## config.mk

```make
export PLATFORM = sky130hd
export DESIGN_NAME = servo_ascii_reply_parser_flat
export DESIGN_NICKNAME = d
export VERILOG_FILES = /design/src/design/srap_pkg.sv /design/src/design/srap_if.sv /design/src/design/srap_value.sv /design/src/design/srap_match.sv /design/src/design/servo_ascii_reply_parser.sv /design/src/flat_wrapper.sv
export SDC_FILE = /design/constraint.sdc
export NUM_CORES = 1
export LEC_CHECK = 0
export BUFFER_PORTS_ARGS = -buffer_cell sky130_fd_sc_hd__buf_2
export CAP_MARGIN = 20
export CORE_MARGIN = 5
export CORE_UTILIZATION = 60
export CTS_CLUSTER_SIZE = 24
export DETAILED_ROUTE_END_ITERATION = 7
export PLACE_DENSITY = 0.78
export SETUP_SLACK_MARGIN = 0.15
export SLEW_MARGIN = 20
export SYNTH_ARGS = -nofsm -noshare
export SYNTH_HDL_FRONTEND = slang
export SYNTH_HIERARCHICAL = 1
export SYNTH_SLANG_ARGS = --single-unit
```

## constraint.sdc

```tcl
create_clock -name i_clk -period 13.85 [get_ports i_clk]
set_clock_uncertainty 0.05 [all_clocks]
set_input_delay 0 -clock i_clk [delete_from_list [all_inputs] [get_ports i_clk]]
set_output_delay 0 -clock i_clk [all_outputs]
set_load 0.01 [all_outputs]
```

## src/design/srap_pkg.sv

```systemverilog
// srap_pkg: types, character codes and sizes shared by the servo reply parser
// no dependencies; compiled before the interfaces and all modules
`default_nettype none

package srap_pkg;

    localparam int DIGIT_SLOTS = 4;
    localparam int CNT_W       = $clog2(DIGIT_SLOTS + 1);
    localparam int IDX_W       = (DIGIT_SLOTS > 1) ? $clog2(DIGIT_SLOTS) : 1;
    localparam int LIMIT_W     = 16;
    localparam int POS_W       = 12;

    // signed width that holds the decoded value of any DIGIT_SLOTS characters
    function automatic int value_width(input int slots);
        longint mag;
        int     w;
        mag = 0;
        for (int k = 0; k < slots; k++) begin
            mag = mag * 10 + 207;
        end
        w = $clog2(mag + 1) + 1;
        if (w < LIMIT_W + 2) begin
            w = LIMIT_W + 2;
        end
        return w;
    endfunction

    localparam int VAL_W = value_width(DIGIT_SLOTS);

    typedef logic [7:0]         t_byte;
    typedef logic [LIMIT_W-1:0] t_limit;
    typedef logic [POS_W-1:0]   t_pos;
    typedef logic [CNT_W-1:0]   t_count;
    typedef t_byte [DIGIT_SLOTS-1:0] t_digits;

    localparam t_limit LIMIT_RESET = 16'd4095;
    localparam t_pos   POS_MAX     = 12'd4095;

    localparam t_byte CH_AT    = 8'h40;
    localparam t_byte CH_ONE   = 8'h31;
    localparam t_byte CH_TWO   = 8'h32;
    localparam t_byte CH_FIVE  = 8'h35;
    localparam t_byte CH_SIX   = 8'h36;
    localparam t_byte CH_ZERO  = 8'h30;
    localparam t_byte CH_SPACE = 8'h20;
    localparam t_byte CH_A     = 8'h41;
    localparam t_byte CH_C     = 8'h43;
    localparam t_byte CH_K     = 8'h4B;
    localparam t_byte CH_COMMA = 8'h2C;
    localparam t_byte CH_CR    = 8'h0D;
    localparam t_byte CH_LF    = 8'h0A;

    typedef enum logic [3:0] {
        S_IDLE      = 4'd0,
        S_GOT_AT    = 4'd1,
        S_GOT_ONE   = 4'd2,
        S_GOT_SP    = 4'd3,
        S_GOT_A     = 4'd4,
        S_GOT_C     = 4'd5,
        S_GOT_K     = 4'd6,
        S_ACK_CR    = 4'd7,
        S_GOT_SP2   = 4'd8,
        S_GOT_FIVE  = 4'd9,
        S_GOT_SIX   = 4'd10,
        S_GOT_COMMA = 4'd11,
        S_GOT_TWO   = 4'd12,
        S_DIGITS    = 4'd13,
        S_POS_CR    = 4'd14
    } t_step;

    typedef struct packed {
        logic in_range;
        t_pos pos;
    } t_value_chk;

    typedef struct packed {
        logic ack_seen;
        logic position_valid;
        t_pos position;
        logic range_error;
        logic readback_done;
    } t_result;

endpackage

`default_nettype wire

```

## src/design/srap_if.sv

```systemverilog
// srap_if: valid/ready channel interfaces for received bytes and parse results
// depends on srap_pkg
`default_nettype none

interface srap_rx_if;
    import srap_pkg::*;
    logic  valid;
    logic  ready;
    t_byte rx_byte;

    modport source (output valid, output rx_byte, input ready);
    modport sink   (input valid, input rx_byte, output ready);
endinterface

interface srap_res_if;
    import srap_pkg::*;
    logic valid;
    logic ready;
    logic ack_seen;
    logic position_valid;
    t_pos position;
    logic range_error;
    logic readback_done;

    modport source (output valid, output ack_seen, output position_valid, output position,
                    output range_error, output readback_done, input ready);
    modport sink   (input valid, input ack_seen, input position_valid, input position,
                    input range_error, input readback_done, output ready);
endinterface

`default_nettype wire

```

## src/design/srap_value.sv

```systemverilog
// srap_value: decimal value of the collected characters and its range check
// depends on srap_pkg
`default_nettype none

module srap_value (
    input  var srap_pkg::t_digits    i_digits,
    input  var srap_pkg::t_count     i_count,
    input  var srap_pkg::t_limit     i_limit,
    output var srap_pkg::t_value_chk o_chk
);
    import srap_pkg::*;

    logic signed [VAL_W-1:0] acc;
    logic signed [VAL_W-1:0] term;
    logic signed [VAL_W-1:0] lim_s;
    logic signed [VAL_W-1:0] pos_max_s;

    always_comb begin
        acc  = '0;
        term = '0;
        for (int j = 0; j < DIGIT_SLOTS; j++) begin
            if (j < int'(i_count)) begin
                term = $signed(VAL_W'(i_digits[j])) - $signed(VAL_W'(CH_ZERO));
                acc  = VAL_W'(acc * 10) + term;
            end
        end
    end

    always_comb begin
        lim_s          = $signed(VAL_W'(i_limit));
        pos_max_s      = $signed(VAL_W'(POS_MAX));
        o_chk.in_range = !acc[VAL_W-1] && (acc <= lim_s);
        o_chk.pos      = (acc > pos_max_s) ? POS_MAX : acc[POS_W-1:0];
    end

endmodule

`default_nettype wire

```

## src/design/srap_match.sv

```systemverilog
// srap_match: reply matcher state, digit store and per-byte result logic
// depends on srap_pkg and srap_value
`default_nettype none

module srap_match (
    input  var logic              i_clk,
    input  var logic              i_rst_n,
    input  var logic              i_fire,
    input  var srap_pkg::t_byte   i_byte,
    input  var srap_pkg::t_limit  i_limit,
    output var srap_pkg::t_result o_result
);
    import srap_pkg::*;

    t_step      r_step;
    t_step      n_step;
    t_count     r_digit_count;
    t_count     n_digit_count;
    t_digits    r_digits;
    t_digits    n_digits;
    t_value_chk chk;

    srap_value u_value (
        .i_digits (r_digits),
        .i_count  (r_digit_count),
        .i_limit  (i_limit),
        .o_chk    (chk)
    );

    // next state, count and store
    always_comb begin
        n_step        = S_IDLE;
        n_digit_count = r_digit_count;
        n_digits      = r_digits;
        if (i_byte == CH_AT) begin
            n_step = S_GOT_AT;
        end else begin
            case (r_step)
                S_GOT_AT:    n_step = (i_byte == CH_ONE)   ? S_GOT_ONE   : S_IDLE;
                S_GOT_ONE:   n_step = (i_byte == CH_SPACE) ? S_GOT_SP    : S_IDLE;
                S_GOT_SP:    n_step = (i_byte == CH_A)     ? S_GOT_A     : S_IDLE;
                S_GOT_A:     n_step = (i_byte == CH_C)     ? S_GOT_C     : S_IDLE;
                S_GOT_C:     n_step = (i_byte == CH_K)     ? S_GOT_K     : S_IDLE;
                S_GOT_K: begin
                    if (i_byte == CH_CR) begin
                        n_step = S_ACK_CR;
                    end else if (i_byte == CH_SPACE) begin
                        n_step = S_GOT_SP2;
                    end
                end
                S_GOT_SP2:   n_step = (i_byte == CH_FIVE)  ? S_GOT_FIVE  : S_IDLE;
                S_GOT_FIVE:  n_step = (i_byte == CH_SIX)   ? S_GOT_SIX   : S_IDLE;
                S_GOT_SIX:   n_step = (i_byte == CH_COMMA) ? S_GOT_COMMA : S_IDLE;
                S_GOT_COMMA: n_step = (i_byte == CH_TWO)   ? S_GOT_TWO   : S_IDLE;
                S_GOT_TWO:   n_step = (i_byte == CH_COMMA) ? S_DIGITS    : S_IDLE;
                S_DIGITS: begin
                    if (i_byte == CH_CR) begin
                        n_digit_count = '0;
                        n_step        = chk.in_range ? S_POS_CR : S_IDLE;
                    end else if (int'(r_digit_count) < DIGIT_SLOTS) begin
                        n_digits[r_digit_count[IDX_W-1:0]] = i_byte;
                        n_digit_count = r_digit_count + 1'b1;
                        n_step        = S_DIGITS;
                    end else begin
                        // overflow drops the byte and clears the digit count
                        n_digit_count = '0;
                        n_step        = S_DIGITS;
                    end
                end
                default:     n_step = S_IDLE;
            endcase
        end
    end

    // result for the current byte
    always_comb begin
        o_result = '0;
        if (i_byte != CH_AT) begin
            case (r_step)
                S_ACK_CR: o_result.ack_seen = (i_byte == CH_LF);
                S_DIGITS: begin
                    if (i_byte == CH_CR) begin
                        o_result.position_valid = chk.in_range;
                        o_result.position       = chk.in_range ? chk.pos : '0;
                        o_result.range_error    = !chk.in_range;
                    end
                end
                S_POS_CR: o_result.readback_done = (i_byte == CH_LF);
                default:  o_result = '0;
            endcase
        end
    end

    always_ff @(posedge i_clk) begin
        if (!i_rst_n) begin
            r_step        <= S_IDLE;
            r_digit_count <= '0;
        end else if (i_fire) begin
            r_step        <= n_step;
            r_digit_count <= n_digit_count;
        end
    end

    always_ff @(posedge i_clk) begin
        if (i_fire) begin
            r_digits <= n_digits;
        end
    end

`ifndef NO_ASSERTIONS
    a_one_event: assert property (@(posedge i_clk) disable iff (!i_rst_n)
        $onehot0({o_result.ack_seen, o_result.position_valid,
                  o_result.range_error, o_result.readback_done}))
        else $error("more than one event on one byte");

    a_valid_waits_lf: assert property (@(posedge i_clk) disable iff (!i_rst_n)
        i_fire && o_result.position_valid |=> r_step == S_POS_CR)
        else $error("valid readback did not move to lf wait");

    a_cr_clears_count: assert property (@(posedge i_clk) disable iff (!i_rst_n)
        i_fire && (o_result.position_valid || o_result.range_error) |=> r_digit_count == '0)
        else $error("digit count not cleared after cr");

    a_count_bound: assert property (@(posedge i_clk) disable iff (!i_rst_n)
        i_fire |=> int'(r_digit_count) <= DIGIT_SLOTS)
        else $error("digit count beyond slots");

    a_hold_idle: assert property (@(posedge i_clk) disable iff (!i_rst_n)
        !i_fire |=> $stable(r_digit_count) && $stable(r_step))
        else $error("parser state moved without a transfer");
`endif

endmodule

`default_nettype wire

```

## src/design/servo_ascii_reply_parser.sv

```systemverilog
// servo_ascii_reply_parser: matcher for servo serial replies
// depends on srap_pkg, srap_if, srap_match
//
// i_rx carries one received byte per transfer; o_res carries one result per
// byte: ack_seen, position_valid with position, range_error, readback_done.
// i_cfg_we / i_cfg_wdata write position_limit, the largest accepted value.
// A byte is taken into an input register, parsed by single-level logic and
// the result lands in an output register; one byte per cycle is sustained
// since i_rx.ready stays high while the output register is empty or being
// taken.
// Parser state advances only when a byte moves into the output register.
// When o_res.ready is low the result holds, one more byte is taken into the
// input register, and then i_rx.ready drops until the stall clears.
// Reset (synchronous, active low) empties both registers, returns the match
// to idle, clears the digit count and sets position_limit to 4095.
`default_nettype none

module servo_ascii_reply_parser (
    input  var logic             i_clk,
    input  var logic             i_rst_n,
    srap_rx_if.sink              i_rx,
    srap_res_if.source           o_res,
    input  var logic             i_cfg_we,
    input  var srap_pkg::t_limit i_cfg_wdata
);
    import srap_pkg::*;

    logic    r_in_valid;
    t_byte   r_in_byte;
    logic    r_out_valid;
    t_result r_res;
    t_limit  r_position_limit;
    t_result res;
    logic    out_free;
    logic    fire;

    assign out_free   = !r_out_valid || o_res.ready;
    assign fire       = r_in_valid && out_free;
    assign i_rx.ready = !r_in_valid || out_free;

    srap_match u_match (
        .i_clk    (i_clk),
        .i_rst_n  (i_rst_n),
        .i_fire   (fire),
        .i_byte   (r_in_byte),
        .i_limit  (r_position_limit),
        .o_result (res)
    );

    always_ff @(posedge i_clk) begin
        if (!i_rst_n) begin
            r_in_valid       <= 1'b0;
            r_out_valid      <= 1'b0;
            r_position_limit <= LIMIT_RESET;
        end else begin
            if (i_rx.valid && i_rx.ready) begin
                r_in_valid <= 1'b1;
            end else if (fire) begin
                r_in_valid <= 1'b0;
            end
            if (fire) begin
                r_out_valid <= 1'b1;
            end else if (o_res.ready) begin
                r_out_valid <= 1'b0;
            end
            if (i_cfg_we) begin
                r_position_limit <= i_cfg_wdata;
            end
        end
    end

    always_ff @(posedge i_clk) begin
        if (i_rx.valid && i_rx.ready) begin
            r_in_byte <= i_rx.rx_byte;
        end
        if (fire) begin
            r_res <= res;
        end
    end

    assign o_res.valid          = r_out_valid;
    assign o_res.ack_seen       = r_res.ack_seen;
    assign o_res.position_valid = r_res.position_valid;
    assign o_res.position       = r_res.position;
    assign o_res.range_error    = r_res.range_error;
    assign o_res.readback_done  = r_res.readback_done;

endmodule

`default_nettype wire
```

## src/flat_wrapper.sv

```systemverilog
// flat-port wrapper written by rule: the top's interface ports become plain ports
module servo_ascii_reply_parser_flat import srap_pkg::*;
  (i_clk, i_rst_n, i_cfg_we, i_cfg_wdata, i_rx_valid, i_rx_rx_byte, i_rx_ready, o_res_valid, o_res_ack_seen, o_res_position_valid, o_res_position, o_res_range_error, o_res_readback_done, o_res_ready);
  srap_rx_if i_rx_i ();
  srap_res_if o_res_i ();
  input  var logic i_clk;
  input  var logic i_rst_n;
  input  var logic i_cfg_we;
  input  var srap_pkg::t_limit i_cfg_wdata;
  input wire logic [$bits(i_rx_i.valid)-1:0] i_rx_valid;
  input wire logic [$bits(i_rx_i.rx_byte)-1:0] i_rx_rx_byte;
  output wire logic [$bits(i_rx_i.ready)-1:0] i_rx_ready;
  output wire logic [$bits(o_res_i.valid)-1:0] o_res_valid;
  output wire logic [$bits(o_res_i.ack_seen)-1:0] o_res_ack_seen;
  output wire logic [$bits(o_res_i.position_valid)-1:0] o_res_position_valid;
  output wire logic [$bits(o_res_i.position)-1:0] o_res_position;
  output wire logic [$bits(o_res_i.range_error)-1:0] o_res_range_error;
  output wire logic [$bits(o_res_i.readback_done)-1:0] o_res_readback_done;
  input wire logic [$bits(o_res_i.ready)-1:0] o_res_ready;
  assign i_rx_i.valid = i_rx_valid;
  assign i_rx_i.rx_byte = i_rx_rx_byte;
  assign i_rx_ready = i_rx_i.ready;
  assign o_res_valid = o_res_i.valid;
  assign o_res_ack_seen = o_res_i.ack_seen;
  assign o_res_position_valid = o_res_i.position_valid;
  assign o_res_position = o_res_i.position;
  assign o_res_range_error = o_res_i.range_error;
  assign o_res_readback_done = o_res_i.readback_done;
  assign o_res_i.ready = o_res_ready;
  servo_ascii_reply_parser u_core (.i_clk(i_clk), .i_rst_n(i_rst_n), .i_rx(i_rx_i), .o_res(o_res_i), .i_cfg_we(i_cfg_we), .i_cfg_wdata(i_cfg_wdata));
endmodule
```

Word level (Yosys, flattened, before mapping)
Index checks and enable logic that the tools add are counted.
{"block": "word_totals", "reg_bits": 81, "input_bits": 29, "output_inout_bits": 18, "wordCells": 112}
{"block": "classes", "add_sub_neg": 8, "mul": 3, "magnitude_cmp": 9, "n_eq_ne": 27, "n_mux": 30, "bitwise": 2, "n_reduce_logical": 18}
{"operator": "two-way mux 19 bit", "count": 4}
{"operator": "adder 19 bit", "count": 3}
{"operator": "multiplier 19 x 4 -> 18 bit (second input constant)", "count": 3}
{"operator": "== test 8 x 6 -> 1 bit (second input constant)", "count": 6}
{"operator": "one-hot mux 4 bit (12 select lines)", "count": 1}
{"operator": "two-way mux 4 bit", "count": 10}
{"operator": "subtractor 8 x 6 -> 9 bit (second input constant)", "count": 4}
{"operator": "bitwise mux 32 bit", "count": 1}
{"operator": "== test 8 x 7 -> 1 bit (second input constant)", "count": 4}
{"operator": "== test 4 bit (second input constant)", "count": 7}
{"operator": "greater-than comparator 19 x 13 -> 1 bit (second input constant)", "count": 1}
{"operator": "<= comparator 19 x 17 -> 1 bit", "count": 1}
{"operator": "demux 8 bit (select 2 bit)", "count": 1}
{"operator": "== test 4 x 3 -> 1 bit (second input constant)", "count": 4}
{"operator": "== test 8 x 4 -> 1 bit (second input constant)", "count": 2}
{"operator": "two-way mux 3 bit", "count": 5}
{"operator": "two-way mux 12 bit", "count": 1}
{"operator": "== test 4 x 2 -> 1 bit (second input constant)", "count": 2}
{"operator": "two-way mux 8 bit", "count": 1}
{"operator": "!= test 8 x 7 -> 1 bit (second input constant)", "count": 1}
{"operator": "< comparator 1 x 3 -> 1 bit (first input constant)", "count": 2}
{"operator": "< comparator 2 x 3 -> 1 bit (first input constant)", "count": 2}
{"operator": "AND reduction 3 bit", "count": 2}
{"operator": "AND reduction 5 bit", "count": 1}
{"operator": "14 further kinds", "count": 28}

Logic depth before layout (Yosys ltp)
{"block": "logic_depth", "word_depth": 17, "ltp_mapped": 54, "depth_no_buf": 51}

Modules after synthesis
Netlist, hierarchy kept.
{"module": "srap_value", "instances": 1, "cells_each": 797, "area_per_inst_um2": 5898.2}
{"module": "srap_match", "instances": 1, "cells_each": 170, "area_per_inst_um2": 1981.9}
{"module": "servo_ascii_reply_parser", "instances": 1, "cells_each": 85, "area_per_inst_um2": 1395.1}

Worst setup path after synthesis
No wires, ideal clock.
{"block": "synth_timing", "path_kind": "reg2reg", "startpoint": "register u_core.u_match.r_digit_count[1]", "endpoint": "register u_core.r_res (netlist bit u_core/o_res.position[10]), data pin", "arrival_time_ps": 9473, "setup_slack_ps": 4195, "path_stages_with_launch": 52, "path_buffers": 4, "cell_sequence": "dfxtp_1 -> buf_2 -> or3_1 -> clkbuf_1 -> and2_1 -> ha_1 -> ha_1 -> inv_1 -> fa_1 -> inv_1 -> ha_1 -> o21a_1 -> o31a_1 -> a21oi_1 -> nor2_1 -> a21oi_1 -> ha_1 -> ha_1 -> [16 not listed] -> xnor2_1 -> ha_1 -> or3b_1 -> a21oi_2 -> o21ai_2 -> xor2_1 -> nand2_1 -> o311ai_1 -> ha_1 -> nand4_1 -> or4_1 -> o21ai_0 -> a21oi_1 -> nor3_1 -> nand2_1 -> nor2_1 -> clkbuf_1 -> and2_1"}
{"element": "from (decl)", "line_no": "srap_match.sv:17", "text": "t_count r_digit_count;"}
{"element": "from (signal assigned)", "line_no": "srap_match.sv:100", "text": "r_digit_count <= n_digit_count;"}
{"element": "to (signal assigned)", "line_no": "servo_ascii_reply_parser.sv:77", "text": "r_res <= res;"}
{"element": "to (decl)", "line_no": "servo_ascii_reply_parser.sv:31", "text": "t_result r_res;"}

==> summary.md <==
| Metric | Value |
|---|---|
| Fin crit period | 12.04 ns |
| Worst-Margin Slew | roughly 0.89 ns |
| DRC Markers | 0 |
| Worst EP arrival | 12.26 ns |
| Die height | 134.3 µm |
| Vias in the first global route | approximately 7900 |
| CTS tree | done |
| Setup TNS | 0 ns |
| Syn-to-layout area delta | 9.901% |
| Max-Cap Viols | 0 |
| Placer Congestion | 0.9258 |
| Largest net degree at the start of global routing | 26 |
| Detail Route Antenna Nets | 0 |
| CP required | 14.07 ns |
| Total Die Area | 18040 µm² |
| I/O Buffers | 46 |
| Slowest CP cell | nor2_1 |
| #FFs+latches synth | 81 |
| Final HPWL DP | between 15 and 20 mm |
| Sequential share of the synthesized area | 0.2353 |
| Initial Util | 0.6101 |
| DR iter-0 viols | 687 |
| Hold Path Cell Cnt | 2 |
| Cell taking the most area after synthesis | ha_1 |
| Ports | 47 |
| CTS Buf Count | 9 |
| Register-to-Register Path Depth | 50 |
| Multi-input gate area | between 6000 and 7000 µm² |
| Run status | completed |
| Unrepaired setup endpoints after global routing | no |
| Final Non-Filler Cells | about 1300 |
| Setup violations, final | 0 |
| Critical path origin | u_core/u_match/r_digit_count[2]$_SDFFE_PN0P_ |
| Total Routing Usage GR | 0.2576 |
| FF-to-FF Start | u_core/u_match/r_digit_count[2]$_SDFFE_PN0P_ |
| # clock sinks | ~80 |
| Async SR Flop Fraction | 0 |
| Synth cell types | a little under 90 |
| Drt via density | 6.221 |
| Fill cells | 1197 |
| HP Start | i_rst_n |
| R2R setup slack | about 1.8 ns |
| WL final | 23.06 mm |
| Register Area | 2182 µm² |
| Crit path max fanout | 17 |
| Inserted Diodes | 0 |
| Total Nets Final | ~1300 |
| HP Class | in -> reg |
| Hold_ws | about 0.016 ns |
| Max incr delay on CP | 0.55 ns |
| Pre-CTS setup slack | 2.076 ns |
| Fin crit share | 0.8696 |
| Vias | 8112 |
| Final Hold Vio Count | 0 |
| CP Launch Type | flop |
| Cells after DPL | 1261 |
| Initial antenna violation count | 0 |
| CTS HTree Levels | 3 |
| Core Region | 15200 µm² |
| WS Path Type | reg -> reg |
| Worst-skew pair later-pin latency | 0.34 ns |
| Root buf cell | clkbuf_16 |
| Mapped Nets | 1234 |
| VDD IR-drop max | approximately 0.087 mV |
| P per Cell Area | 53.27 nW/µm² |
| Syn_area_per_cell | 8.817 µm² |
| First-pass iteration count of the detailed router | 6 |
| CP Capture Type | flop |
| WHS Endpoint | u_core/r_position_limit[8]$_SDFFE_PN1P_ |
| Die X | 134.3 µm |
| Mapped Area | 9275 µm² |
| Grt total ovfl | 0 |
| Final Max Tran Viols | 0 |
| Ys flop type | edfxtp_1 |
| Clock slew at reported path FFs | 0.06 ns |
| Ys Warns | 6 |
| Clock buffer depth | 2 |
| Slew headroom | 0.4033 |
| Area share of the largest cell type after synthesis | 0.1983 |
| First-pass GRT wire length | 38.30 mm |
| R2R Path End | u_core/u_match/r_step[1]$_SDFFE_PN0P_ |
| Fmax | just over 0.08 GHz |
| Routed WL per cell | 17.68 µm |
| Most frequent CP cell | ha_1 |
| Leakage | around 0.0048 µW |
| Final WS setup | 1.806 ns |
| Number of core rows | 45 |
| Number of flops mapped to enable cells by yosys | 56 |
| Post-Synthesis Cells | 1052 |
| Fraction of layout cells with a size suffix above 1 | 0.1084 |
| Top post-synthesis cells by area | ha_1, edfxtp_1, dfxtp_1 |
==> state kept, by name, indices dropped and copies added, names as in the netlist, 3 cells and up <==
register,count
u_core/r_in_byte,8
u_core/u_match/r_step,4
u_core/r_position_limit,16
u_core/u_match/r_digits,32
u_core/u_match/r_digit_count,3
u_core/o_res.position,12
==> area by class of cell <==
class / count / share of cell area
clock buffers: 9 / 0.02209
clock inverters: 7 / 0.006874
inverters: 67 / 0.02467
multi-input cells: 872 / 0.6550
flip-flops and latches: 81 / 0.2141
well taps: 188 / 0.02308
repair buffers: 80 / 0.05425
==> critical path: cells and delay by family, from the launching register on <==
family	cells	cell delay, ns
DFF	1	0.50
buffers and inverters	3	0.38
xor gates and xnor gates	4	0.77
and+or+nand+nor	14	3.14
adders and majority gates	11	3.74
AOI/OAI and AO/OA	18	3.37
==> where the power goes <==
group	switching (µW)	total [µW]	internal (µW)	leakage, µW
Combinational	16.4	33.6	17.2	0.00397
Sequential	8.14	274	266	0.000712
Clock	96.2	236	139	0.000146
Total	121	543	422	0.00483
==> stage by stage <==
stage	area, µm²	util	power (µW)
2_1_floorplan	9275	-	293.4
3_3_place_gp	9628	0.6333	304.4
3_5_place_dp	9628	0.6333	304.6
4_1_cts	10190	0.6705	542.4
5_1_grt	10190	0.6705	561.2
6_report	10190	0.6705	543.1
==> logic make-up after synthesis <==
logic type,Yosys count,share of synthesized area
multiplexers,31,0.03453
AND/OR/NAND/NOR,317,0.1808
XOR/XNOR,76,0.07473
buffers and inverters,99,0.04519
AO/OA/AOI/OAI,295,0.2183
adder cells (fa/ha/maj),153,0.2113
flip-flops,81,0.2353
==> layer usage <==
layer	wire length [µm]	global-route usage	up-vias	part of all wire
met5	0	0	-	0
met4	460	0.07240	0	0.020
met3	1288	0.03226	42	0.056
met2	11040	0.4483	300	0.48
met1	10270	0.3369	3786	0.45
li1	-	-	3984	-
==> synthesized netlist by cell type (15+ instances only) <==
library cell  number
nand4_1           15
xnor2_1           49
nor2b_1           27
dfxtp_1           25
inv_1             67
mux2i_1           23
nor2_1            65
ha_1             147
a21o_1            19
o21a_1            22
nand2_1           83
and2_1            26
edfxtp_1          56
xor2_1            25
clkbuf_1          21
nor3_1            18
o21ai_0           56
a21oi_1           82
==> what timing repair did <==
| item | in CTS | in global routing |
|---|---|---|
| hold endpoints to repair | 26 | 0 |
| setup endpoints to repair | 0 | 0 |
| gates resized for setup | 0 | 0 |
| hold buffers | 27 | 0 |
| buffers inserted | 0 | 0 |
==> worst max path at each step <==
stage / slack, ns / cells after the start / endpoint
floorplan: 4.20 / 51 / u_core/o_res.position[10]$_DFFE_PP_
global placement: 2.15 / 50 / u_core/o_res.position[6]$_DFFE_PP_
detailed placement: 2.08 / 50 / u_core/o_res.position[4]$_DFFE_PP_
CTS: 2.01 / 48 / u_core/o_res.position[10]$_DFFE_PP_
global route: 1.10 / 51 / u_core/u_match/r_step[1]$_SDFFE_PN0P_
finish: 1.81 / 50 / u_core/u_match/r_step[1]$_SDFFE_PN0P_
==> layout by cell type (no fill, tap or decap), types with 27 or more instances in the layout <==
| master | count |
|---|---|
| inv_1 | 67 |
| ha_1 | 147 |
| edfxtp_1 | 56 |
| nor2_1 | 65 |
| a21oi_1 | 82 |
| xnor2_1 | 49 |
| o21ai_0 | 56 |
| dlygate4sd3_1 | 27 |
| buf_2 | 46 |
| nand2_1 | 83 |
Note: power is estimated with default switching activity, not from simulation.
